<file path="src/rtl/m3_pkg.sv">
// ----------------------------------------------------------------------------
// m3_pkg
// Shared constants, types and helpers for the MurmurHash3 x64_128 stream
// hasher: mixing constants, rotate helper, and the structs that travel
// between the sequencer, the byte gather unit and the shared multiplier.
// ----------------------------------------------------------------------------
package m3_pkg;

	// Body round constants
	localparam logic [63:0] MIX_C1 = 64'h87c3_7b91_1142_53d5;
	localparam logic [63:0] MIX_C2 = 64'h4cf5_ad43_2745_937f;

	// Final avalanche constants
	localparam logic [63:0] FMIX_K1 = 64'hff51_afd7_ed55_8ccd;
	localparam logic [63:0] FMIX_K2 = 64'hc4ce_b9fe_1a85_ec53;

	// Lane offsets added after the multiply by five
	localparam logic [63:0] LANE_ADD_ONE = 64'h0000_0000_52dc_e729;
	localparam logic [63:0] LANE_ADD_TWO = 64'h0000_0000_3849_5ab5;

	// Rotate and shift amounts
	localparam int unsigned ROT_K1      = 31;
	localparam int unsigned ROT_K2      = 33;
	localparam int unsigned ROT_H1      = 27;
	localparam int unsigned ROT_H2      = 31;
	localparam int unsigned FMIX_SHIFT  = 33;

	// Request to the shared 64x64 (low half) multiplier
	typedef struct packed {
		logic        start;
		logic [63:0] a;
		logic [63:0] b;
	} mul_req_t;

	// Response from the shared multiplier
	typedef struct packed {
		logic        done;
		logic [63:0] p;
	} mul_rsp_t;

	// Control into the byte gather unit
	typedef struct packed {
		logic       wr_en;
		logic [7:0] wr_byte;
		logic       clear;
		logic       tail;
	} gth_ctrl_t;

	// Status out of the byte gather unit
	typedef struct packed {
		logic [63:0] word0;
		logic [63:0] word1;
		logic [3:0]  fill;
		logic [63:0] length;
	} gth_stat_t;

	// 64-bit rotate left by a constant amount
	function automatic logic [63:0] rotl64(input logic [63:0] v, input int unsigned r);
		return (v << r) | (v >> (64 - r));
	endfunction

endpackage

</file>
<file path="src/rtl/m3_mul.sv">
// ----------------------------------------------------------------------------
// m3_mul
// Shared multiplier: low 64 bits of a 64x64 product, built from three
// 32x32 partial products through one registered 32x32 multiplier.
// ----------------------------------------------------------------------------
module m3_mul (
	input  logic              clk,
	input  logic              arst_n,
	input  m3_pkg::mul_req_t  req,
	output m3_pkg::mul_rsp_t  rsp
);
	import m3_pkg::*;

	// Partial product phases
	localparam logic [1:0] PH_LL = 2'd0;
	localparam logic [1:0] PH_LH = 2'd1;
	localparam logic [1:0] PH_HL = 2'd2;

	logic [63:0] a_q;
	logic [63:0] b_q;
	logic        run_q;
	logic [1:0]  cnt_q;
	logic [63:0] prod_s1;
	logic [1:0]  ph_s1;
	logic        pv_s1;
	logic [63:0] acc_q;
	logic        done_q;

	logic [31:0] opa;
	logic [31:0] opb;
	logic [63:0] prod_c;
	logic [63:0] addend;

	// Operand select per phase
	always_comb begin
		case (cnt_q)
			PH_LL: begin
				opa = a_q[31:0];
				opb = b_q[31:0];
			end
			PH_LH: begin
				opa = a_q[31:0];
				opb = b_q[63:32];
			end
			PH_HL: begin
				opa = a_q[63:32];
				opb = b_q[31:0];
			end
			default: begin
				opa = '0;
				opb = '0;
			end
		endcase
	end

	assign prod_c = opa * opb;

	// Cross terms land in the upper half only
	assign addend = (ph_s1 == PH_LL) ? prod_s1 : {prod_s1[31:0], 32'h0};

	// Phase sequencing, product stage valid and done flag
	always_ff @(posedge clk or negedge arst_n) begin
		if (!arst_n) begin
			run_q  <= 1'b0;
			cnt_q  <= PH_LL;
			pv_s1  <= 1'b0;
			ph_s1  <= PH_LL;
			done_q <= 1'b0;
		end else begin
			pv_s1  <= run_q;
			ph_s1  <= cnt_q;
			done_q <= pv_s1 && (ph_s1 == PH_HL);
			if (req.start) begin
				run_q <= 1'b1;
				cnt_q <= PH_LL;
			end else if (run_q) begin
				cnt_q <= cnt_q + 2'd1;
				if (cnt_q == PH_HL) begin
					run_q <= 1'b0;
				end
			end
		end
	end

	// Datapath registers
	always_ff @(posedge clk) begin
		if (req.start) begin
			a_q   <= req.a;
			b_q   <= req.b;
			acc_q <= '0;
		end else if (pv_s1) begin
			acc_q <= acc_q + addend;
		end
		prod_s1 <= prod_c;
	end

	assign rsp.done = done_q;
	assign rsp.p    = acc_q;

	// A new request never lands on a product still in flight
	a_no_overlap: assert property (@(posedge clk) disable iff (!arst_n)
		req.start |-> !(run_q || pv_s1))
		else $error("multiplier started while busy");

	// Done is raised in the cycle after the last partial product
	a_done_after_last: assert property (@(posedge clk) disable iff (!arst_n)
		pv_s1 && (ph_s1 == PH_HL) |=> done_q)
		else $error("multiplier done missing after last partial product");

endmodule

</file>
<file path="config.mk">
export PLATFORM = sky130hd
export DESIGN_NAME = m3_mul
export DESIGN_NICKNAME = d
export VERILOG_FILES = /design/src/rtl/m3_pkg.sv /design/src/rtl/m3_mul.sv
export SDC_FILE = /design/constraint.sdc
export NUM_CORES = 2
export LEC_CHECK = 0
export BUFFER_PORTS_ARGS = -buffer_cell sky130_fd_sc_hd__buf_2
export CAP_MARGIN = 20
export CORE_MARGIN = 3
export CORE_UTILIZATION = 60
export DETAILED_ROUTE_END_ITERATION = 7
export PLACE_DENSITY = 0.84
export SYNTH_ARGS = -nofsm -noshare
export SYNTH_HDL_FRONTEND = slang
export SYNTH_SLANG_ARGS = --single-unit
</file>
<file path="constraint.sdc">
create_clock -name clk -period 10.9 [get_ports clk]
set_input_delay 1.635 -clock clk [delete_from_list [all_inputs] [get_ports clk]]
set_output_delay 1.635 -clock clk [all_outputs]
set_load 0.03 [all_outputs]
</file>
# [Word level (Yosys, flattened, before mapping)]
# Cells that the tools add are included.
[word_totals] in_bits=131 rom_bits=0 mem_count=0 latchBits=0 ramBits=0 regBits=263 wordCells=29 out_inout_bits=65
[op_classes] muxes=8 n_mul=1 reduce_logical=6 order_cmp=0 bitwise_logic=0 div=0 n_eq_ne=3 n_addsub=2 shift=0
[op_table] cell="32-bit case mux with 2 select lines" count=2
[op_table] cell="64-bit adder" count=1
[op_table] cell="32-bit by 32-bit multiplier with 64-bit output" count=1
[op_table] cell="64-bit two-way mux" count=1
[op_table] cell="2-bit == test (second input constant)" count=2
[op_table] cell="2-bit logical NOT" count=2
[op_table] cell="2-bit two-way mux" count=2
[op_table] cell="2-bit OR reduction" count=2
[op_table] cell="1-bit two-way mux" count=3
[op_table] cell="2-bit by 1-bit adder with 2-bit output (second input constant)" count=1
[op_table] cell="2-bit by 1-bit == test with 1-bit output (second input constant)" count=1
[op_table] cell="2-bit nonzero test" count=1
[op_table] cell="1-bit logical AND" count=1

# [Longest topological paths before layout]
[depth] depth_word=4 mapped_depth=38 depth_no_buf=32

# [Worst setup path after synthesis]
# No wires, ideal clock.
[synth_path] kind="register to register" start="register cnt_q[0]" end="register prod_s1[60]" path_buffers=5 t_required_ns=10.778 arrival_ns=8.957 slack_ns=1.821 setup_time_ns=0.122 path_stages_with_launch=33 period_less_slack_ns=9.079 path_cell_list="dfrtp_1 -> inv_1 -> clkbuf_1 -> clkbuf_1 -> ha_1 -> or2_2 -> clkbuf_1 -> clkbuf_1 -> a22oi_1 -> clkbuf_1 -> nor2_1 -> fa_1 -> fa_1 -> fa_1 -> inv_1 -> fa_1 -> inv_1 -> fa_1 -> inv_1 -> fa_1 -> inv_1 -> fa_1 -> fa_1 -> ha_1 -> nand3_1 -> or4_1 -> o211a_1 -> o21ba_2 -> o21ai_2 -> a31oi_2 -> o31ai_2 -> a21oi_1 -> xnor2_1"
[synth_between] elab_chain_cells=4 word_cells_on_any_way=8 cone_classes="mul: 1; eq/ne: 2; mux: 2; reduce/logical: 3"
[synth_lines] item="start: declaration" line="m3_mul.sv:22" source="logic [1:0] cnt_q;"
[synth_lines] item="start signal: assignment" line="m3_mul.sv:77" source="cnt_q <= cnt_q + 2'd1;"
[synth_lines] item="2-bit by 1-bit == test with 1-bit output (tied with other cells)" line="m3_mul.sv:36" source="case (cnt_q)"
[synth_lines] item="2-bit OR reduction (no line)"
[synth_lines] item="32-bit case mux with 2 select lines" line="m3_mul.sv:36"
[synth_lines] item="32-bit by 32-bit multiplier with 64-bit output (*)" line="m3_mul.sv:56" source="assign prod_c = opa * opb;"
[synth_lines] item="net prod_c[60]" line="m3_mul.sv:31" source="logic [63:0] prod_c;"
[synth_lines] item="end signal: assignment" line="m3_mul.sv:94" source="prod_s1 <= prod_c;"
[synth_lines] item="end: declaration" line="m3_mul.sv:23" source="logic [63:0] prod_s1;"
# Mark *: on every way through the listed nets, which the timed path passes. The rest lies on a longest branch.
# A chain may end at the register's enable or synchronous reset.

# [Worst setup path after layout]
[layout_path] start="register cnt_q[0]" end="register prod_s1[63]"
# Same word-level chain as after synthesis.

==> metrics.cfg <==
[floorplan]
core_area_um2=73600
start_util_pct=61.1
dieArea_um2=78200
num_io_pins=196
placementRows=99
die_x_um=280
die-height_um=280

[final_layout]
layoutNonFillerInstCount=5962
fin_nets=6335
drive_gt1_share_pct=8.64
area_growth_pct=6.20
final_cell_mix=inv_1 (905), fa_1 (897), nor2_1 (744), nand2_1 (542), ha_1 (328)
final_common_cell=inv_1
nFillCells=5878

[global_routing]
grt_overflow=0
grt_start_max_net_pins=92
grt_usage_pct=38.1
grt_antenna_before_repair=2
grt_pass1_wl_um=223000
grt_pass1_vias=38683

[route]
finalWirelength_um=147000
first_pass_iters=8
drc=30
wire_per_inst_um=24.6
viasPerCell=6.14
vias=36606
detail-route-antenna-nets=0
first_iter_violations=4013

[synthesis]
synth_largest_area_cell=fa_1
syn_nets=6309
ys_seq_area_share_pct=14.6
async_reset_ff_share_pct=2.66
synth_cell_types=78
synth-edff-count=128
post-synth-top-area-fraction_pct=39.9
netlist_top_cells_area=fa_1 (40%), ha_1 (9.2%), edfxtp_1 (8.5%)
syn-cell-area_um2=45000
postSynthAreaPerCell_um2=9.08
yosysWarnings=0
syn_inst=4951
synth_ff_type=edfxtp_1
ys_seq_elements=263

[sta]
worst_slew_pin_slew_ps=1250
rsz0062_at_grt=no
setup_viol=0
hold_violations=0
min_period_over_period_pct=91.5
slew_headroom_pct=16.6
period_needed_ps=9970
drv_slew=0
skew_ps=18.6
finalSetupTns_ps=0
fmax_ghz=0.100

[worst_setup_path]
reg2reg_depth=26
reg2reg_from=cnt_q[0]
worstPathMaxFanout=50
endpoint_kind=flop
r2r_end=prod_s1[63]
worst-endpoint-arrival_ps=10430
regToRegSetupSlack_ps=930
cp_data_required_time_ps=11370
startpoint_type=flop
crit_type=reg2reg

[placed_design]
gp_congestion=1.04
portBuffers=195
place_inst=5905
hpwlAfterDp_um=116000

[run_status]
violations=design-rule violations
status=finished, violations left

[run]
cap_viol_max_count=0

[clock_network]
post_cts_resized=0
post-cts-setup-buffers=0
htreeDepth=1
path_clk_slew_ps=70
numCtsBuffers=28
ctsRootBufferMaster=clkbuf_16
cts_hold_buf=0
insertion_delay_ps=580
max-clock-path-buffers=3
cts_tree=built
cts_num_sinks=263

[worst_hold_path]
hold_depth=0
hold_path.startpoint=run_q
whs_endpoint=pv_s1
hp-class=reg2reg

final cells by class:
| cell class | instances | area, um^2 | share of cell area (%) |
|---|---|---|---|
| Clock inverter | 19 | 251 | 0.527 |
| Timing Repair Buffer | 280 | 1620 | 3.40 |
| Clock buffer | 33 | 729 | 1.53 |
| Inverter | 905 | 3400 | 7.11 |
| Tap cell | 959 | 1200 | 2.51 |
| Antenna cell | 4 | 10.0 | 0.0210 |
| Multi-Input combinational cell | 3499 | 33900 | 71.1 |
| Sequential cell | 263 | 6590 | 13.8 |
synthesized netlist by cell type (7+ instances only):
library cell  number
and3_1            12
and4_1             7
nor3_1            18
nand4_1           35
clkbuf_1         261
o21a_1            14
o21ai_0           77
a211o_1            7
o21bai_1          26
nand2_1          542
a21oi_1          165
nand3_1           27
o22ai_1            8
or2_2             34
a31oi_1           15
fa_1             897
a211oi_1          13
and2_1            33
xnor2_1           68
xor2_1            47
ha_1             330
inv_1            905
nor2_1           751
a22o_1            32
mux2i_1           42
edfxtp_1         128
a22oi_1           63
nand2b_1          21
dfxtp_1          128
a21o_1            60
buf_1             17
o211ai_1           7
dfrtp_1            7
nor2b_1           15
mux2_2            32
nor3b_1            8
layer usage:
metal / vias up / wire length (um) / global-route usage (%)
met5: - / 69 / 0.672
met4: 2 / 13200 / 25.1
met3: 825 / 20900 / 15.0
met2: 2737 / 63300 / 57.9
met1: 17720 / 49100 / 45.2
li1: 15322 / - / -
sequential cells by signal, summed over array words and instances, names as in the netlist:
| register | flops |
|---|---|
| pv_s1 | 1 |
| ph_s1 | 2 |
| done_q | 1 |
| acc_q | 64 |
| prod_s1 | 64 |
| a_q | 64 |
| run_q | 1 |
| b_q | 64 |
| cnt_q | 2 |
cell families (layout without fill, tap and decap cells):
group	Yosys count	count (layout)	synth area share [%]
other	0	4	0
and+or+nand+nor	1526	1526	14.0
DFF	263	263	14.6
adders and majority gates	1227	1227	49.1
AOI/OAI and AO/OA	557	557	8.27
muxes	74	74	1.74
xor gates and xnor gates	115	115	2.24
buffers and inverters	1189	1237	9.95
metrics by stage:
step / hold slack (ps) / setup WS [ps] / utilization (%) / instance area [um^2]
floorplan: 402 / 1820 / - / 45000
global placement: 451 / 1340 / 63.5 / 46700
detailed placement: 454 / 1130 / 63.5 / 46700
CTS: 470 / 1120 / 64.9 / 47700
global route: 502 / 416 / 64.9 / 47700
finish: 468 / 931 / 64.9 / 47700
critical path: stages (launching register included):
cell       delay [ps]
dfrtp_1           440
inv_1             110
buf_4             340
ha_2              840
a22o_1           1040
nand2_1           210
fa_1              620
fa_1              460
fa_1              550
inv_1              50
fa_1              490
fa_1              590
fa_1              440
fa_1              500
inv_1              70
fa_1              510
inv_1              60
ha_1              420
and4_1            330
nand3_1           150
nor3_1            350
o221a_2           320
o2111ai_1         210
nand3_1           180
nand3_1           130
o31a_1            300
xnor2_1           120
worst max path at each step:
stage,start,to,slack [ps],cells after the start
after detailed placement,cnt_q[0],prod_s1[63],1130,26
after global routing,cnt_q[0],prod_s1[61],420,30
final,cnt_q[0],prod_s1[63],930,26
after CTS,cnt_q[0],prod_s1[63],1120,26
after global placement,cnt_q[0],prod_s1[63],1340,26
after floorplan,cnt_q[0],prod_s1[60],1820,32
Power is not shown: default switching activity piles up to over one toggle a cycle in this logic, so the estimate is an artifact.
