<file path="config.mk">
export PLATFORM = sky130hd
export DESIGN_NAME = m3_gather
export DESIGN_NICKNAME = d
export VERILOG_FILES = /design/src/rtl/m3_pkg.sv /design/src/rtl/m3_gather.sv
export SDC_FILE = /design/constraint.sdc
export NUM_CORES = 1
export LEC_CHECK = 0
export BUFFER_PORTS_ARGS = -buffer_cell sky130_fd_sc_hd__buf_2
export CAP_MARGIN = 20
export CORE_AREA = 4 4 125 139
export CTS_BUF_LIST = sky130_fd_sc_hd__clkbuf_8
export DETAILED_ROUTE_END_ITERATION = 10
export DIE_AREA = 0 0 129 143
export GPL_TIMING_DRIVEN = 0
export PLACE_DENSITY = 0.84
export SYNTH_ARGS = -nofsm -noshare
export SYNTH_HDL_FRONTEND = slang
export SYNTH_SLANG_ARGS = --single-unit
export TNS_END_PERCENT = 20
</file>
<file path="constraint.sdc">
create_clock -name clk -period 2.46 [get_ports clk]
set_input_delay 0.492 -clock clk [delete_from_list [all_inputs] [get_ports clk]]
set_output_delay 0.492 -clock clk [all_outputs]
set_load 0.005 [all_outputs]
</file>
<file path="src/rtl/m3_pkg.sv">
// ----------------------------------------------------------------------------
// m3_pkg
// Shared constants, types and helpers for the MurmurHash3 x64_128 stream
// hasher: mixing constants, rotate helper, and the structs that travel
// between the sequencer, the byte gather unit and the shared multiplier.
// ----------------------------------------------------------------------------
package m3_pkg;

	// Body round constants
	localparam logic [63:0] MIX_C1 = 64'h87c3_7b91_1142_53d5;
	localparam logic [63:0] MIX_C2 = 64'h4cf5_ad43_2745_937f;

	// Final avalanche constants
	localparam logic [63:0] FMIX_K1 = 64'hff51_afd7_ed55_8ccd;
	localparam logic [63:0] FMIX_K2 = 64'hc4ce_b9fe_1a85_ec53;

	// Lane offsets added after the multiply by five
	localparam logic [63:0] LANE_ADD_ONE = 64'h0000_0000_52dc_e729;
	localparam logic [63:0] LANE_ADD_TWO = 64'h0000_0000_3849_5ab5;

	// Rotate and shift amounts
	localparam int unsigned ROT_K1      = 31;
	localparam int unsigned ROT_K2      = 33;
	localparam int unsigned ROT_H1      = 27;
	localparam int unsigned ROT_H2      = 31;
	localparam int unsigned FMIX_SHIFT  = 33;

	// Request to the shared 64x64 (low half) multiplier
	typedef struct packed {
		logic        start;
		logic [63:0] a;
		logic [63:0] b;
	} mul_req_t;

	// Response from the shared multiplier
	typedef struct packed {
		logic        done;
		logic [63:0] p;
	} mul_rsp_t;

	// Control into the byte gather unit
	typedef struct packed {
		logic       wr_en;
		logic [7:0] wr_byte;
		logic       clear;
		logic       tail;
	} gth_ctrl_t;

	// Status out of the byte gather unit
	typedef struct packed {
		logic [63:0] word0;
		logic [63:0] word1;
		logic [3:0]  fill;
		logic [63:0] length;
	} gth_stat_t;

	// 64-bit rotate left by a constant amount
	function automatic logic [63:0] rotl64(input logic [63:0] v, input int unsigned r);
		return (v << r) | (v >> (64 - r));
	endfunction

endpackage

</file>
<file path="src/rtl/m3_gather.sv">
// ----------------------------------------------------------------------------
// m3_gather
// Byte gather: collects message bytes into a 16-byte block, counts the
// fill and the total message length, and presents the block as two
// little-endian words, masked to the filled bytes for the tail.
// ----------------------------------------------------------------------------
module m3_gather (
	input  logic               clk,
	input  logic               arst_n,
	input  m3_pkg::gth_ctrl_t  ctrl,
	output m3_pkg::gth_stat_t  stat
);
	import m3_pkg::*;

	logic [7:0]   bytes_q [16];
	logic [3:0]   fill_q;
	logic [63:0]  length_q;
	logic [127:0] block_c;

	// Byte store, written at the fill position
	always_ff @(posedge clk) begin
		if (ctrl.wr_en) begin
			bytes_q[fill_q] <= ctrl.wr_byte;
		end
	end

	// Fill count and message length
	always_ff @(posedge clk or negedge arst_n) begin
		if (!arst_n) begin
			fill_q   <= '0;
			length_q <= '0;
		end else if (ctrl.clear) begin
			fill_q   <= '0;
			length_q <= '0;
		end else if (ctrl.wr_en) begin
			fill_q   <= fill_q + 4'd1;
			length_q <= length_q + 64'd1;
		end
	end

	// Tail bytes past the fill read as zero
	always_comb begin
		for (int i = 0; i < 16; i++) begin
			if (!ctrl.tail || (4'(i) < fill_q)) begin
				block_c[i*8 +: 8] = bytes_q[i];
			end else begin
				block_c[i*8 +: 8] = 8'h00;
			end
		end
	end

	assign stat.word0  = block_c[63:0];
	assign stat.word1  = block_c[127:64];
	assign stat.fill   = fill_q;
	assign stat.length = length_q;

endmodule

</file>
Word-level counts from Yosys, hierarchy flattened
Memories as Yosys holds them, arrays and structs flattened.
Index checks and enable logic that the tools add are counted.
{"block": "word_totals", "register_bits": 68, "ram_bits": 128, "out_inout_bits": 196, "word_cells": 61, "mem_count": 1}
{"name": "bytes_q", "depth": 16, "width": 8, "rd": 16, "rd_ports_with_merged_regs": 0, "write_ports": 1, "line": "m3_gather.sv:15", "source": "logic [7:0] bytes_q [16];"}
{"block": "classes", "addsub": 2, "n_lt_le_gt_ge": 16, "mux": 22, "n_reduce_logical": 18}
{"op": "64-bit two-way mux", "n": 2}
{"op": "8-bit two-way mux", "n": 16}
{"op": "64-bit by 1-bit adder with 64-bit output, second input constant", "n": 1}
{"op": "4-bit < comparator, first input constant", "n": 8}
{"op": "1-bit logical OR", "n": 16}
{"op": "3-bit by 4-bit < comparator with 1-bit output, first input constant", "n": 4}
{"op": "1-bit by 4-bit < comparator with 1-bit output, first input constant", "n": 2}
{"op": "2-bit by 4-bit < comparator with 1-bit output, first input constant", "n": 2}
{"op": "4-bit two-way mux", "n": 2}
{"op": "4-bit by 1-bit adder with 4-bit output, second input constant", "n": 1}
{"op": "1-bit two-way mux", "n": 2}
{"op": "2-bit nonzero test", "n": 1}
{"op": "1-bit zero test", "n": 1}

Depth between registers and ports, before layout
Gate-level depths: netlist of run 1.
{"block": "logic_depth", "ltp_word": 3, "mapped_depth": 8, "mapped_depth_nobuf": 6}

Worst setup path before layout of run 1
Ideal clock, no wire load.
{"block": "synth_timing", "path_type": "register to register", "start": "register length_q[19]", "end": "register length_q[59]", "setup_ns": 0.078, "arrival_ns": 2.218, "setup_slack_ns": 0.164, "path_stages_with_launch": 7, "n_path_buf": 1, "synth_period_minus_slack_ns": 2.296, "cell_sequence": "dfrtp_1 > nand4_4 > or4_4 > or4_1 > clkbuf_1 > or4_1 > a21oi_1"}
{"block": "synth_between", "elab_chain_len": 3}
{"item": "start: declaration", "line": "m3_gather.sv:17", "source": "logic [63:0] length_q;"}
{"item": "start signal: assignment", "line": "m3_gather.sv:37", "source": "length_q <= length_q + 64'd1;"}
{"item": "64-bit by 1-bit adder with 64-bit output", "line": "m3_gather.sv:37"}
{"item": "64-bit two-way mux", "line": "m3_gather.sv:35", "source": "end else if (ctrl.wr_en) begin"}
{"item": "64-bit two-way mux", "line": "m3_gather.sv:32", "source": "end else if (ctrl.clear) begin"}
Every way passes these cells. The select of a mux whose other input is x is not followed.
A chain may end at the register's enable or synchronous reset.

==> results of run 1 <==
[registers in the layout (all words and copies together), names as in the netlist]
register,cells
bytes_q,128
fill_q,4
length_q,64
[kinds of logic after synthesis]
family	synth area share, %
adder cells (fa/ha/maj)	0.873
multiplexers	0.364
flip-flops	64.5
AND/OR/NAND/NOR	24.5
buffers and inverters	1.44
AO/OA/AOI/OAI	5.03
XOR/XNOR	3.36
[layout by cell type, fill, tap and decap left out, types with 3 or more instances in the layout]
cell type,instances
clkbuf_2,4
o21ai_0,16
and2_1,80
nand3_1,22
and3_1,13
inv_6,4
dfrtp_2,11
buf_4,22
inv_8,4
o31ai_1,17
xnor2_1,10
edfxtp_1,128
nor2b_1,49
clkbuf_8,17
and2_4,6
inv_1,8
buf_6,7
nand2_1,40
or3_1,11
nand2_2,4
and4_1,4
or4_1,17
clkinvlp_4,3
clkbuf_1,11
buf_2,201
dfrtp_1,57
nor4_1,7
nand4b_1,3
ha_1,4
buf_1,3
nor2_1,59
a21o_1,3
nand4_1,31
clkbuf_4,3
nor3_1,7
xor2_1,23
a21oi_1,31
[through the flow]
step,utilization [%],power [uW],TNS [ps],cell area (sq um),cells
3_3_place_gp,61.6,3980,-36140,9890,1129
5_1_grt,66.8,6320,-1750,10700,1184
6_report,66.8,6100,-13.6,10700,1184
2_1_floorplan,-,3780,0,8600,719
4_1_cts,65.4,6090,-1120,10500,1168
3_5_place_dp,61.7,3990,-27800,9920,1132
[layer usage]
layer / up-vias / track usage [%]
met2: 388 / 41.2
met3: 42 / 5.13
met4: 0 / 9.12
li1: 3096 / -
met1: 3293 / 30.9
met5: - / 0
[power by group]
group	internal, uW	leakage, uW	switching (uW)
registers	3550	0.00209	18.1
clock network	872	0.000204	1250
logic	149	0.00216	257
[timing repair]
action                                  4_1_cts  5_1_grt
endpoints found under the setup margin      117      103
setup buffers                                 4       14
pin swaps                                     2       14
resized for setup                            42       37
cloned                                        0        0
[layout make-up]
class                   instances  share of cell area (%)
inverters                      11                   0.443
flip-flops and latches        196                    51.8
well taps                     204                    2.38
multi-input cells             490                    29.0
clock buffers                  17                    2.18
plain buffers                  22                   0.968
repair buffers                229                    11.6
clock inverters                15                    1.70
[path summary, 6_finish.rpt]
| check | startpoint | endpoint | slack (ps) | cells after the start |
|---|---|---|---|---|
| max | fill_q[0] | stat[69] | -10 | 7 |
| min | arst_n | length_q[24] | 130 | 1 |
| max reg2reg | length_q[22] | length_q[56] | 0 | 8 |
| min reg2reg | length_q[38] | length_q[38] | 580 | 2 |
| max in group asynchronous | arst_n | length_q[35] | 1690 | 1 |
| min in group clk | ctrl[9] | bytes_q[3][7] | 440 | 1 |
[worst reg2reg max path, delay by kind of cell, from the launching register on]
family | cells | cell delay, ps
and+or+nand+nor | 3 | 780
buffers and inverters | 3 | 710
DFF | 1 | 420
AOI/OAI and AO/OA | 2 | 420
==> report_table.html, run 1 <==
<table>
<tr><th>Metric</th><th>Value</th></tr>
<tr><th colspan="2">Outcome</th></tr>
<tr><td>Outcome</td><td>finished with violations</td></tr>
<tr><td>Violations in the final reports</td><td>negative setup slack</td></tr>
<tr><th colspan="2">Routing</th></tr>
<tr><td>DRC violations left</td><td>0</td></tr>
<tr><td>Routed length per placed instance</td><td>about 19 um</td></tr>
<tr><td>Met2 wirelength from detailed routing</td><td>roughly 12 mm</td></tr>
<tr><td>Max Used Layer</td><td>met4</td></tr>
<tr><td>Number of detailed-routing iterations run before antenna repair</td><td>5</td></tr>
<tr><td>Final antenna-violating net count</td><td>0</td></tr>
<tr><td>Total wirelength of the detailed-routed design</td><td>about 23 mm</td></tr>
<tr><td>Drt initial violations</td><td>between 500 and 600</td></tr>
<tr><td>Average vias per placed instance</td><td>5.76</td></tr>
<tr><td>Wire length on met1</td><td>roughly 8.7 mm</td></tr>
<tr><td>Length of routed met3 wiring</td><td>approximately 2.0 mm</td></tr>
<tr><td>Routed via count</td><td>about 6,800</td></tr>
<tr><th colspan="2">Timing</th></tr>
<tr><td>Period utilization</td><td>101%</td></tr>
<tr><td>Final count of hold timing violations</td><td>0</td></tr>
<tr><td>Slew at the pin closest to its max-slew limit</td><td>1070 ps</td></tr>
<tr><td>Final hold slack</td><td>132 ps</td></tr>
<tr><td>Time the final worst path needs with I/O delays and setup</td><td>around 2500 ps</td></tr>
<tr><td>Final-report setup violation count</td><td>1</td></tr>
<tr><td>Worst setup margin</td><td>-13.6 ps</td></tr>
<tr><td>Setup repair after global routing missed its margin</td><td>yes</td></tr>
<tr><td>Maximum clock skew at final layout</td><td>approximately 25 ps</td></tr>
<tr><td>Highest achievable clock rate</td><td>just over 400 MHz</td></tr>
<tr><td>Slew Limit Headroom</td><td>approximately 28%</td></tr>
<tr><td>Count of pins over their slew limit</td><td>0</td></tr>
<tr><th colspan="2">Clock network</th></tr>
<tr><td>Clock sink total</td><td>between 150 and 200</td></tr>
<tr><td>CTS tree</td><td>built</td></tr>
<tr><td>Max Buffers Root-to-Sink</td><td>2</td></tr>
<tr><td>Clock latency reported for the late side of the worst-skew pair</td><td>between 400 and 500 ps</td></tr>
<tr><td>Master cell of the clock root buffer</td><td>clkbuf_8</td></tr>
<tr><td>Level count of the clock H-tree</td><td>4</td></tr>
<tr><td>CTS Hold Bufs</td><td>0</td></tr>
<tr><td>Number of buffers created by CTS</td><td>17</td></tr>
<tr><td>Clock input transition at the sequential cells of the worst setup and hold paths</td><td>110 ps</td></tr>
<tr><th colspan="2">Setup path</th></tr>
<tr><td>Family with the most delay on the worst path</td><td>flip-flops</td></tr>
<tr><td>Worst setup SP type</td><td>flop</td></tr>
<tr><td>Highest-delay cell along the critical path</td><td>dfrtp_2</td></tr>
<tr><td>Arrival time worst endpoint</td><td>1980 ps</td></tr>
<tr><td>Worst Path Max Fanout</td><td>8</td></tr>
<tr><td>Worst-path cell chain</td><td>inv_2 -&gt; ha_4 -&gt; clkinvlp_4 -&gt; o21ai_2 -&gt; nand2_2 -&gt; and2_1 -&gt; buf_2</td></tr>
<tr><td>Total buffers and inverters traversed by the critical path</td><td>3</td></tr>
<tr><td>Start-to-end type of the worst setup path</td><td>flop to output pin</td></tr>
<tr><td>Endpoint required time on the critical path</td><td>between 1500 and 2000 ps</td></tr>
<tr><td>Critical path capture point type</td><td>output pin</td></tr>
<tr><td>CP max stage delay</td><td>approximately 460 ps</td></tr>
<tr><th colspan="2">Logic synthesis</th></tr>
<tr><td>Synth top area share</td><td>between 40% and 50%</td></tr>
<tr><td>Count of different cell masters after synthesis</td><td>39</td></tr>
<tr><td>Syn_nets</td><td>around 740</td></tr>
<tr><td>Number of flops mapped to enable cells by yosys</td><td>between 100 and 150</td></tr>
<tr><td>Post-synthesis sequential element count</td><td>between 150 and 200</td></tr>
<tr><td>Leading cell types by count after synthesis</td><td>edfxtp_1, and2_1, dfrtp_1, nor2_1, nor2b_1</td></tr>
<tr><td>Library cell with the largest summed area after synthesis</td><td>edfxtp_1</td></tr>
<tr><td>Mapped Avg Cell Area</td><td>~12 sq um</td></tr>
<tr><td>Ys Warns</td><td>0</td></tr>
<tr><td>Most frequently used flop master after synthesis</td><td>edfxtp_1</td></tr>
<tr><td>Largest cells by area after synthesis</td><td>edfxtp_1, dfrtp_1, and2_1, nor2b_1, nor2_1</td></tr>
<tr><td>Post-synthesis instance area</td><td>roughly 0.0086 sq mm</td></tr>
<tr><td>Post-synthesis async set-or-reset flop share</td><td>between 30% and 40%</td></tr>
<tr><td>Dominant cell by count in the synthesized netlist</td><td>edfxtp_1</td></tr>
<tr><td>Post-Synthesis Cells</td><td>just over 700</td></tr>
<tr><td>Share of synthesized area occupied by flip-flops and latches</td><td>between 60% and 70%</td></tr>
<tr><th colspan="2">Placement</th></tr>
<tr><td>Placement-stage worst setup slack</td><td>-611 ps</td></tr>
<tr><td>Final weighted congestion in routability-driven placement</td><td>around 0.88</td></tr>
<tr><td>Post-DP HPWL</td><td>15.8 mm</td></tr>
<tr><td>Number of I/O port buffers</td><td>between 200 and 250</td></tr>
<tr><th colspan="2">GRT</th></tr>
<tr><td>Total overflow reported by the global router</td><td>0</td></tr>
<tr><td>Global-route wire length before repair</td><td>34.2 mm</td></tr>
<tr><td>Overall fraction of global-route tracks in use</td><td>24.3%</td></tr>
<tr><td>Initial antenna violation count</td><td>0</td></tr>
<tr><td>Largest net degree at the start of global routing</td><td>69</td></tr>
<tr><td>Number of global-route vias before repair</td><td>around 6,300</td></tr>
<tr><th colspan="2">Worst hold path</th></tr>
<tr><td>Worst min path class</td><td>input port to asynchronous set/reset pin</td></tr>
<tr><th colspan="2">Layout</th></tr>
<tr><td>Antenna diode count</td><td>0</td></tr>
<tr><td>Number of fillers in the final layout</td><td>1,188</td></tr>
<tr><td>Growth of design area from synthesis to finish</td><td>24.8%</td></tr>
<tr><td>Total number of nets in the final design</td><td>approximately 1,000</td></tr>
<tr><td>Proportion of layout cells with a drive suffix above 1</td><td>roughly 32%</td></tr>
<tr><td>Combined area of the multi-input logic cells</td><td>0.00311 sq mm</td></tr>
<tr><td>Storage element area</td><td>0.00556 sq mm</td></tr>
<tr><th colspan="2">Floorplan</th></tr>
<tr><td>Placeable Area</td><td>0.0161 sq mm</td></tr>
<tr><td>I/O pin count</td><td>between 200 and 250</td></tr>
<tr><td>Initial standard-cell utilization of the core</td><td>about 54%</td></tr>
<tr><td>Die Outline Area</td><td>between 0.015 and 0.02 sq mm</td></tr>
<tr><td>Die width</td><td>approximately 130 um</td></tr>
<tr><td>Die boundary height</td><td>between 100 and 150 um</td></tr>
<tr><td>Row count</td><td>49</td></tr>
<tr><th colspan="2">Run</th></tr>
<tr><td>Number of maximum-capacitance violations</td><td>0</td></tr>
<tr><th colspan="2">Power and ir drop</th></tr>
<tr><td>Maximum VDD drop</td><td>around 0.26 mV</td></tr>
<tr><td>Cell Pwr Density</td><td>between 500 and 600 mW/mm^2</td></tr>
<tr><td>Leakage Power</td><td>approximately 0.0044 uW</td></tr>
</table>
No activity file was read; power rests on OpenSTA's default activity.
==> run 2: changes to the inputs <==
- CORE_AREA: 4 4 125 139 -> 4 4 131 145
- DIE_AREA: 0 0 129 143 -> 0 0 135 149
- PLACE_DENSITY: 0.84 -> 0.81
- clock period: 2.46 -> 2.15 ns (I/O delays scaled with it)
==> run 2 against run 1 <==
Compared with the run above: the run still ends with negative setup slack left; non-clock buffer count grew 38; critical path type is now flop to flop; combinational power grew 33%; total power is 14% higher; sequential share of layout area decreased by 4.0 points; sequential cell count unchanged; wire length is 9.0% higher; worst setup slack got worse by 140 ps.
==> report_table.html, run 2 (synthesis gave the netlist of run 1 again) <==
<table>
<tr><th>Metric</th><th>Value</th></tr>
<tr><th colspan="2">Timing</th></tr>
<tr><td>Highest achievable clock rate</td><td>~430 MHz</td></tr>
<tr><td>Count of pins over their slew limit</td><td>0</td></tr>
<tr><td>Post-Route Setup TNS</td><td>-5120 ps</td></tr>
<tr><td>Period utilization</td><td>107%</td></tr>
<tr><td>Final hold slack</td><td>49.1 ps</td></tr>
<tr><td>Final count of hold timing violations</td><td>0</td></tr>
<tr><td>Setup repair after global routing missed its margin</td><td>yes</td></tr>
<tr><td>Slew at the pin closest to its max-slew limit</td><td>between 800 and 900 ps</td></tr>
<tr><td>Maximum clock skew at final layout</td><td>~16 ps</td></tr>
<tr><td>Time the final worst path needs with I/O delays and setup</td><td>approximately 2300 ps</td></tr>
<tr><td>Final-report setup violation count</td><td>between 70 and 80</td></tr>
<tr><td>Slew Limit Headroom</td><td>between 40% and 50%</td></tr>
<tr><td>Worst setup margin</td><td>-157 ps</td></tr>
<tr><th colspan="2">GRT</th></tr>
<tr><td>Number of global-route vias before repair</td><td>6,443</td></tr>
<tr><td>Total overflow reported by the global router</td><td>0</td></tr>
<tr><td>Largest net degree at the start of global routing</td><td>69</td></tr>
<tr><td>Overall fraction of global-route tracks in use</td><td>between 20% and 30%</td></tr>
<tr><td>Global-route wire length before repair</td><td>about 35 mm</td></tr>
<tr><td>Initial antenna violation count</td><td>0</td></tr>
<tr><th colspan="2">Floorplan</th></tr>
<tr><td>I/O pin count</td><td>around 210</td></tr>
<tr><td>Die width</td><td>~140 um</td></tr>
<tr><td>Row count</td><td>between 50 and 60</td></tr>
<tr><td>Die Outline Area</td><td>0.0201 sq mm</td></tr>
<tr><td>Initial standard-cell utilization of the core</td><td>between 40% and 50%</td></tr>
<tr><td>Die boundary height</td><td>~150 um</td></tr>
<tr><td>Placeable Area</td><td>around 0.018 sq mm</td></tr>
<tr><th colspan="2">Power and ir drop</th></tr>
<tr><td>Cell Pwr Density</td><td>between 500 and 600 mW/mm^2</td></tr>
<tr><td>Leakage Power</td><td>0.00485 uW</td></tr>
<tr><td>Maximum VDD drop</td><td>~0.38 mV</td></tr>
<tr><th colspan="2">Setup path</th></tr>
<tr><td>Worst-path cell chain</td><td>nand3_2 -&gt; or4_4 -&gt; or4_4 -&gt; buf_8 -&gt; or4_4 -&gt; a21oi_2</td></tr>
<tr><td>Arrival time worst endpoint</td><td>between 2000 and 3000 ps</td></tr>
<tr><td>Total buffers and inverters traversed by the critical path</td><td>1</td></tr>
<tr><td>Endpoint required time on the critical path</td><td>2560 ps</td></tr>
<tr><td>Worst setup SP type</td><td>flop</td></tr>
<tr><td>R2R setup slack</td><td>-160 ps</td></tr>
<tr><td>Critical path capture point type</td><td>flop</td></tr>
<tr><td>Worst Path Max Fanout</td><td>8</td></tr>
<tr><td>Start-to-end type of the worst setup path</td><td>flop to flop</td></tr>
<tr><td>CP max stage delay</td><td>520 ps</td></tr>
<tr><td>Cell repeated most along the worst path</td><td>or4_4</td></tr>
<tr><td>Highest-delay cell along the critical path</td><td>or4_4</td></tr>
<tr><td>Family with the most delay on the worst path</td><td>simple AND/OR/NAND/NOR gates</td></tr>
<tr><th colspan="2">Outcome</th></tr>
<tr><td>Violations in the final reports</td><td>negative setup slack</td></tr>
<tr><td>Outcome</td><td>finished with violations</td></tr>
<tr><th colspan="2">Placement</th></tr>
<tr><td>Placement-stage worst setup slack</td><td>-877 ps</td></tr>
<tr><td>Post-DP HPWL</td><td>~16 mm</td></tr>
<tr><td>Total placed cells including tap cells</td><td>around 1,200</td></tr>
<tr><td>Final weighted congestion in routability-driven placement</td><td>a little under 0.9</td></tr>
<tr><td>Number of I/O port buffers</td><td>around 210</td></tr>
<tr><th colspan="2">Layout</th></tr>
<tr><td>Final core utilization</td><td>66.5%</td></tr>
<tr><td>Proportion of layout cells with a drive suffix above 1</td><td>around 44%</td></tr>
<tr><td>Final cell count without fillers</td><td>1,256</td></tr>
<tr><td>Antenna diode count</td><td>0</td></tr>
<tr><td>Growth of design area from synthesis to finish</td><td>35.6%</td></tr>
<tr><td>Max reg flops</td><td>128</td></tr>
<tr><td>Most common library cell in the layout ignoring fill and taps</td><td>buf_2</td></tr>
<tr><td>Regs by FF count</td><td>bytes_q (128), length_q (64), fill_q (4)</td></tr>
<tr><td>Total number of nets in the final design</td><td>between 1,000 and 1,500</td></tr>
<tr><td>Top reg by flops</td><td>bytes_q</td></tr>
<tr><td>Commonest cells after routing, fill and taps aside</td><td>buf_2, edfxtp_1, buf_4, and2_1</td></tr>
<tr><th colspan="2">Clock network</th></tr>
<tr><td>Level count of the clock H-tree</td><td>4</td></tr>
<tr><td>Clock latency reported for the late side of the worst-skew pair</td><td>about 480 ps</td></tr>
<tr><td>Master cell of the clock root buffer</td><td>clkbuf_8</td></tr>
<tr><td>Clock input transition at the sequential cells of the worst setup and hold paths</td><td>~110 ps</td></tr>
<tr><td>CTS tree</td><td>built</td></tr>
<tr><td>CTS Hold Bufs</td><td>0</td></tr>
<tr><td>Number of buffers created by CTS</td><td>17</td></tr>
<tr><td>Max Buffers Root-to-Sink</td><td>2</td></tr>
<tr><td>Clock sink total</td><td>between 150 and 200</td></tr>
<tr><th colspan="2">Run</th></tr>
<tr><td>Number of maximum-capacitance violations</td><td>0</td></tr>
<tr><th colspan="2">Routing</th></tr>
<tr><td>Average vias per placed instance</td><td>around 5.7</td></tr>
<tr><td>Drt initial violations</td><td>roughly 560</td></tr>
<tr><td>Total wirelength of the detailed-routed design</td><td>about 25 mm</td></tr>
<tr><td>DRC violations left</td><td>0</td></tr>
<tr><td>Final antenna-violating net count</td><td>0</td></tr>
<tr><td>Routed length per placed instance</td><td>between 15 and 20 um</td></tr>
<tr><td>Number of detailed-routing iterations run before antenna repair</td><td>5</td></tr>
<tr><td>Routed via count</td><td>between 7,000 and 8,000</td></tr>
<tr><th colspan="2">Worst hold path</th></tr>
<tr><td>Worst min path class</td><td>input port to asynchronous set/reset pin</td></tr>
</table>
run 2: repair_timing:
action | in CTS | in global routing
pin swaps | 26 | 54
buffers inserted | 17 | 41
resized for setup | 100 | 131
hold endpoints to repair | 0 | 0
cloned | 1 | 1
endpoints found under the setup margin | 198 | 227
run 2: layer usage:
metal	routed length, um	share of wire (%)	global-route usage [%]	vias up
li1	-	-	-	3165
met1	9420	38	28.3	3453
met2	12600	50	38.4	425
met3	2210	8.8	6.14	78
met4	879	3.5	7.31	0
met5	0	0	0	-
run 2: final cells by class:
class	count	area, sq um
tap	238	298
timing repair buffer	267	1670
clock inverter	15	150
buffer	22	180
clock buffer	17	234
fill	1197	5880
inverter	11	48.8
sequential	196	5570
multi-input combinational	490	3520
run 2: path summary, 6_finish.rpt:
check / from / cells after the start / to
max in group asynchronous: arst_n / 1 / length_q[33]
worst max-delay path: length_q[23] / 6 / length_q[59]
min in group clk: ctrl[7] / 1 / bytes_q[3][5]
worst min-delay path: arst_n / 1 / length_q[24]
worst max register to register: length_q[23] / 6 / length_q[59]
worst min register to register: length_q[61] / 2 / length_q[61]
run 2: through the flow:
step	total power, uW	cell area, sq um
5_1_grt	7170	11700
2_1_floorplan	4330	8620
6_report	6960	11700
3_3_place_gp	4550	9950
4_1_cts	6910	10900
3_5_place_dp	4560	9960
run 2: where the power goes:
part / internal, uW / leakage [uW] / total (uW) / switching [uW]
Combinational: 217 / 0.00259 / 541 / 324
Clock: 882 / 0.000200 / 2340 / 1460
Sequential: 4060 / 0.00207 / 4080 / 20.5
Total: 5160 / 0.00485 / 6960 / 1800
==> run 3: changes to the inputs <==
- CORE_AREA: 4 4 131 145 -> 2 2 129 143
- DIE_AREA: 0 0 135 149 -> 0 0 131 145
==> run 3 against run 2 <==
Compared with the run above: the flow still finishes with violations (negative setup slack); critical path depth is 2 higher; register-to-register slack worse by 20 ps; global-route usage is 1.3 points higher; sequential cell count stayed put; clock power hardly changed; critical path type unchanged; critical endpoint is now length_q[56]; largest power group unchanged.
==> report_table.html, run 3 (synthesis gave the netlist of run 1 again) <==
<table>
<tr><th>Metric</th><th>Value</th></tr>
<tr><th colspan="2">Outcome</th></tr>
<tr><td>Outcome</td><td>finished with violations</td></tr>
<tr><td>Violations in the final reports</td><td>negative setup slack</td></tr>
<tr><th colspan="2">Layout</th></tr>
<tr><td>Proportion of layout cells with a drive suffix above 1</td><td>43.8%</td></tr>
<tr><td>Regs by FF count</td><td>bytes_q (128), length_q (64), fill_q (4)</td></tr>
<tr><td>Number of fillers in the final layout</td><td>1,187</td></tr>
<tr><td>Top reg by flops</td><td>bytes_q</td></tr>
<tr><td>Max reg flops</td><td>about 130</td></tr>
<tr><td>Commonest cells after routing, fill and taps aside</td><td>buf_2, edfxtp_1, nor2_1, and2_1, dfrtp_1</td></tr>
<tr><td>Antenna diode count</td><td>0</td></tr>
<tr><td>Growth of design area from synthesis to finish</td><td>36.3%</td></tr>
<tr><td>Total number of nets in the final design</td><td>1,021</td></tr>
<tr><td>Most common library cell in the layout ignoring fill and taps</td><td>buf_2</td></tr>
<tr><th colspan="2">Setup path</th></tr>
<tr><td>Critical path capture point type</td><td>flop</td></tr>
<tr><td>Worst Path Max Fanout</td><td>10</td></tr>
<tr><td>Endpoint required time on the critical path</td><td>approximately 2500 ps</td></tr>
<tr><td>R2R setup slack</td><td>-180 ps</td></tr>
<tr><td>Arrival time worst endpoint</td><td>about 2700 ps</td></tr>
<tr><td>Start-to-end type of the worst setup path</td><td>flop to flop</td></tr>
<tr><td>Worst setup SP type</td><td>flop</td></tr>
<tr><th colspan="2">Timing</th></tr>
<tr><td>Final count of hold timing violations</td><td>0</td></tr>
<tr><td>Count of pins over their slew limit</td><td>0</td></tr>
<tr><td>Setup repair after global routing missed its margin</td><td>yes</td></tr>
<tr><td>Final-report setup violation count</td><td>between 90 and 100</td></tr>
<tr><td>Slew Limit Headroom</td><td>about two fifths</td></tr>
<tr><td>Period utilization</td><td>108%</td></tr>
<tr><td>Maximum clock skew at final layout</td><td>between 10 and 15 ps</td></tr>
<tr><td>Slew at the pin closest to its max-slew limit</td><td>between 800 and 900 ps</td></tr>
<tr><td>Worst setup margin</td><td>-177 ps</td></tr>
<tr><td>Highest achievable clock rate</td><td>430 MHz</td></tr>
<tr><td>Time the final worst path needs with I/O delays and setup</td><td>2330 ps</td></tr>
<tr><th colspan="2">Floorplan</th></tr>
<tr><td>Die width</td><td>around 130 um</td></tr>
<tr><td>I/O pin count</td><td>about 210</td></tr>
<tr><td>Die boundary height</td><td>~150 um</td></tr>
<tr><td>Placeable Area</td><td>around 0.018 sq mm</td></tr>
<tr><td>Initial standard-cell utilization of the core</td><td>between 40% and 50%</td></tr>
<tr><td>Die Outline Area</td><td>around 0.019 sq mm</td></tr>
<tr><td>Row count</td><td>between 50 and 60</td></tr>
<tr><th colspan="2">Power and ir drop</th></tr>
<tr><td>Maximum VDD drop</td><td>about 0.43 mV</td></tr>
<tr><td>Cell Pwr Density</td><td>between 500 and 600 mW/mm^2</td></tr>
<tr><td>Design Power</td><td>6990 uW</td></tr>
<tr><td>Leakage Power</td><td>0.00488 uW</td></tr>
<tr><th colspan="2">Worst hold path</th></tr>
<tr><td>Worst min path class</td><td>input port to asynchronous set/reset pin</td></tr>
<tr><th colspan="2">Placement</th></tr>
<tr><td>Number of I/O port buffers</td><td>around 200</td></tr>
<tr><td>Final weighted congestion in routability-driven placement</td><td>approximately 0.9</td></tr>
<tr><td>Placement-stage worst setup slack</td><td>-916 ps</td></tr>
<tr><td>Post-DP HPWL</td><td>roughly 15 mm</td></tr>
<tr><th colspan="2">Clock network</th></tr>
<tr><td>CTS tree</td><td>built</td></tr>
<tr><td>Clock sink total</td><td>roughly 200</td></tr>
<tr><td>Level count of the clock H-tree</td><td>4</td></tr>
<tr><td>Master cell of the clock root buffer</td><td>clkbuf_8</td></tr>
<tr><td>Clock input transition at the sequential cells of the worst setup and hold paths</td><td>~110 ps</td></tr>
<tr><td>Number of buffers created by CTS</td><td>17</td></tr>
<tr><td>Max Buffers Root-to-Sink</td><td>2</td></tr>
<tr><td>CTS Hold Bufs</td><td>0</td></tr>
<tr><td>Clock latency reported for the late side of the worst-skew pair</td><td>around 470 ps</td></tr>
<tr><th colspan="2">Routing</th></tr>
<tr><td>Routed length per placed instance</td><td>between 15 and 20 um</td></tr>
<tr><td>Final antenna-violating net count</td><td>0</td></tr>
<tr><td>Routed via count</td><td>7,159</td></tr>
<tr><td>Total wirelength of the detailed-routed design</td><td>roughly 25 mm</td></tr>
<tr><td>Number of detailed-routing iterations run before antenna repair</td><td>6</td></tr>
<tr><td>Average vias per placed instance</td><td>5.72</td></tr>
<tr><td>Drt initial violations</td><td>about 560</td></tr>
<tr><td>DRC violations left</td><td>0</td></tr>
<tr><th colspan="2">GRT</th></tr>
<tr><td>Largest net degree at the start of global routing</td><td>about 70</td></tr>
<tr><td>Overall fraction of global-route tracks in use</td><td>a little under a quarter</td></tr>
<tr><td>Total overflow reported by the global router</td><td>0</td></tr>
<tr><td>Global-route wire length before repair</td><td>about 35 mm</td></tr>
<tr><td>Initial antenna violation count</td><td>0</td></tr>
<tr><td>Number of global-route vias before repair</td><td>6,491</td></tr>
<tr><th colspan="2">Run</th></tr>
<tr><td>Number of maximum-capacitance violations</td><td>0</td></tr>
</table>
-- run 3: cell types whose count changed in the layout (fill, tap and decap cells not counted), moves of 3 or more --
cell     delta
buf_2       -8
buf_4       -5
buf_6       +7
dfrtp_1     +3
dfrtp_2     -3
inv_8       -3
nor2_1      +3
nor2b_1     -4
nor2b_4     +3
-- run 3: what timing repair did --
item,in CTS,in global routing
endpoints found under the setup margin,232,234
resized for setup,114,126
buffers inserted,25,29
hold endpoints to repair,0,0
pin swaps,53,49
cloned,1,2
-- run 3: final cells by class --
| type | instances | area (sq um) | share of cell area [%] |
|---|---|---|---|
| multi-input cells | 491 | 3560 | 30.3 |
| inverters | 11 | 46.3 | 0.395 |
| plain buffers | 21 | 148 | 1.26 |
| flip-flops and latches | 196 | 5570 | 47.5 |
| well taps | 238 | 298 | 2.54 |
| clock inverters | 14 | 160 | 1.37 |
| clock buffers | 17 | 234 | 2.00 |
| repair buffers | 264 | 1710 | 14.6 |
-- run 3: final timing paths --
kind | startpoint | endpoint | depth (start not counted)
setup / recovery | length_q[28] | length_q[56] | 8
hold / removal | arst_n | length_q[23] | 1
setup reg to reg | length_q[28] | length_q[56] | 8
hold reg to reg | length_q[55] | length_q[55] | 2
max in group asynchronous | arst_n | fill_q[1] | 1
min in group clk | ctrl[5] | bytes_q[3][3] | 1
-- run 3: routing by layer --
metal	GRT usage, %	part of all wire, %	vias to the layer above
met5	0	0	-
met4	6.86	3.2	0
met3	6.90	9.0	89
met2	40.3	51	440
met1	29.8	37	3462
li1	-	-	3168
-- run 3: report_power, final --
part           switching, uW  internal [uW]
logic                    319            220
clock network           1400            970
registers               21.5           4060
-- run 3: through the flow --
stage	instances	hold WS, ps	setup TNS [ps]	utilization (%)	cell area [sq um]
3_5_place_dp	1164	562	-79050	56.8	9960
4_1_cts	1221	89.3	-7780	62.5	11000
3_3_place_gp	1163	554	-73030	56.7	9950
6_report	1252	48.7	-5260	66.8	11700
2_1_floorplan	719	134	-607	-	8620
5_1_grt	1252	117	-17980	66.8	11700
-- run 3: critical path: stages (launching register included) --
cell and delay (ps):
dfrtp_1 400, buf_6 120, nand4_1 180, nor4_4 340, nand4_1 300, clkbuf_8 270
buf_6 160, o31ai_1 340, a21oi_2 90
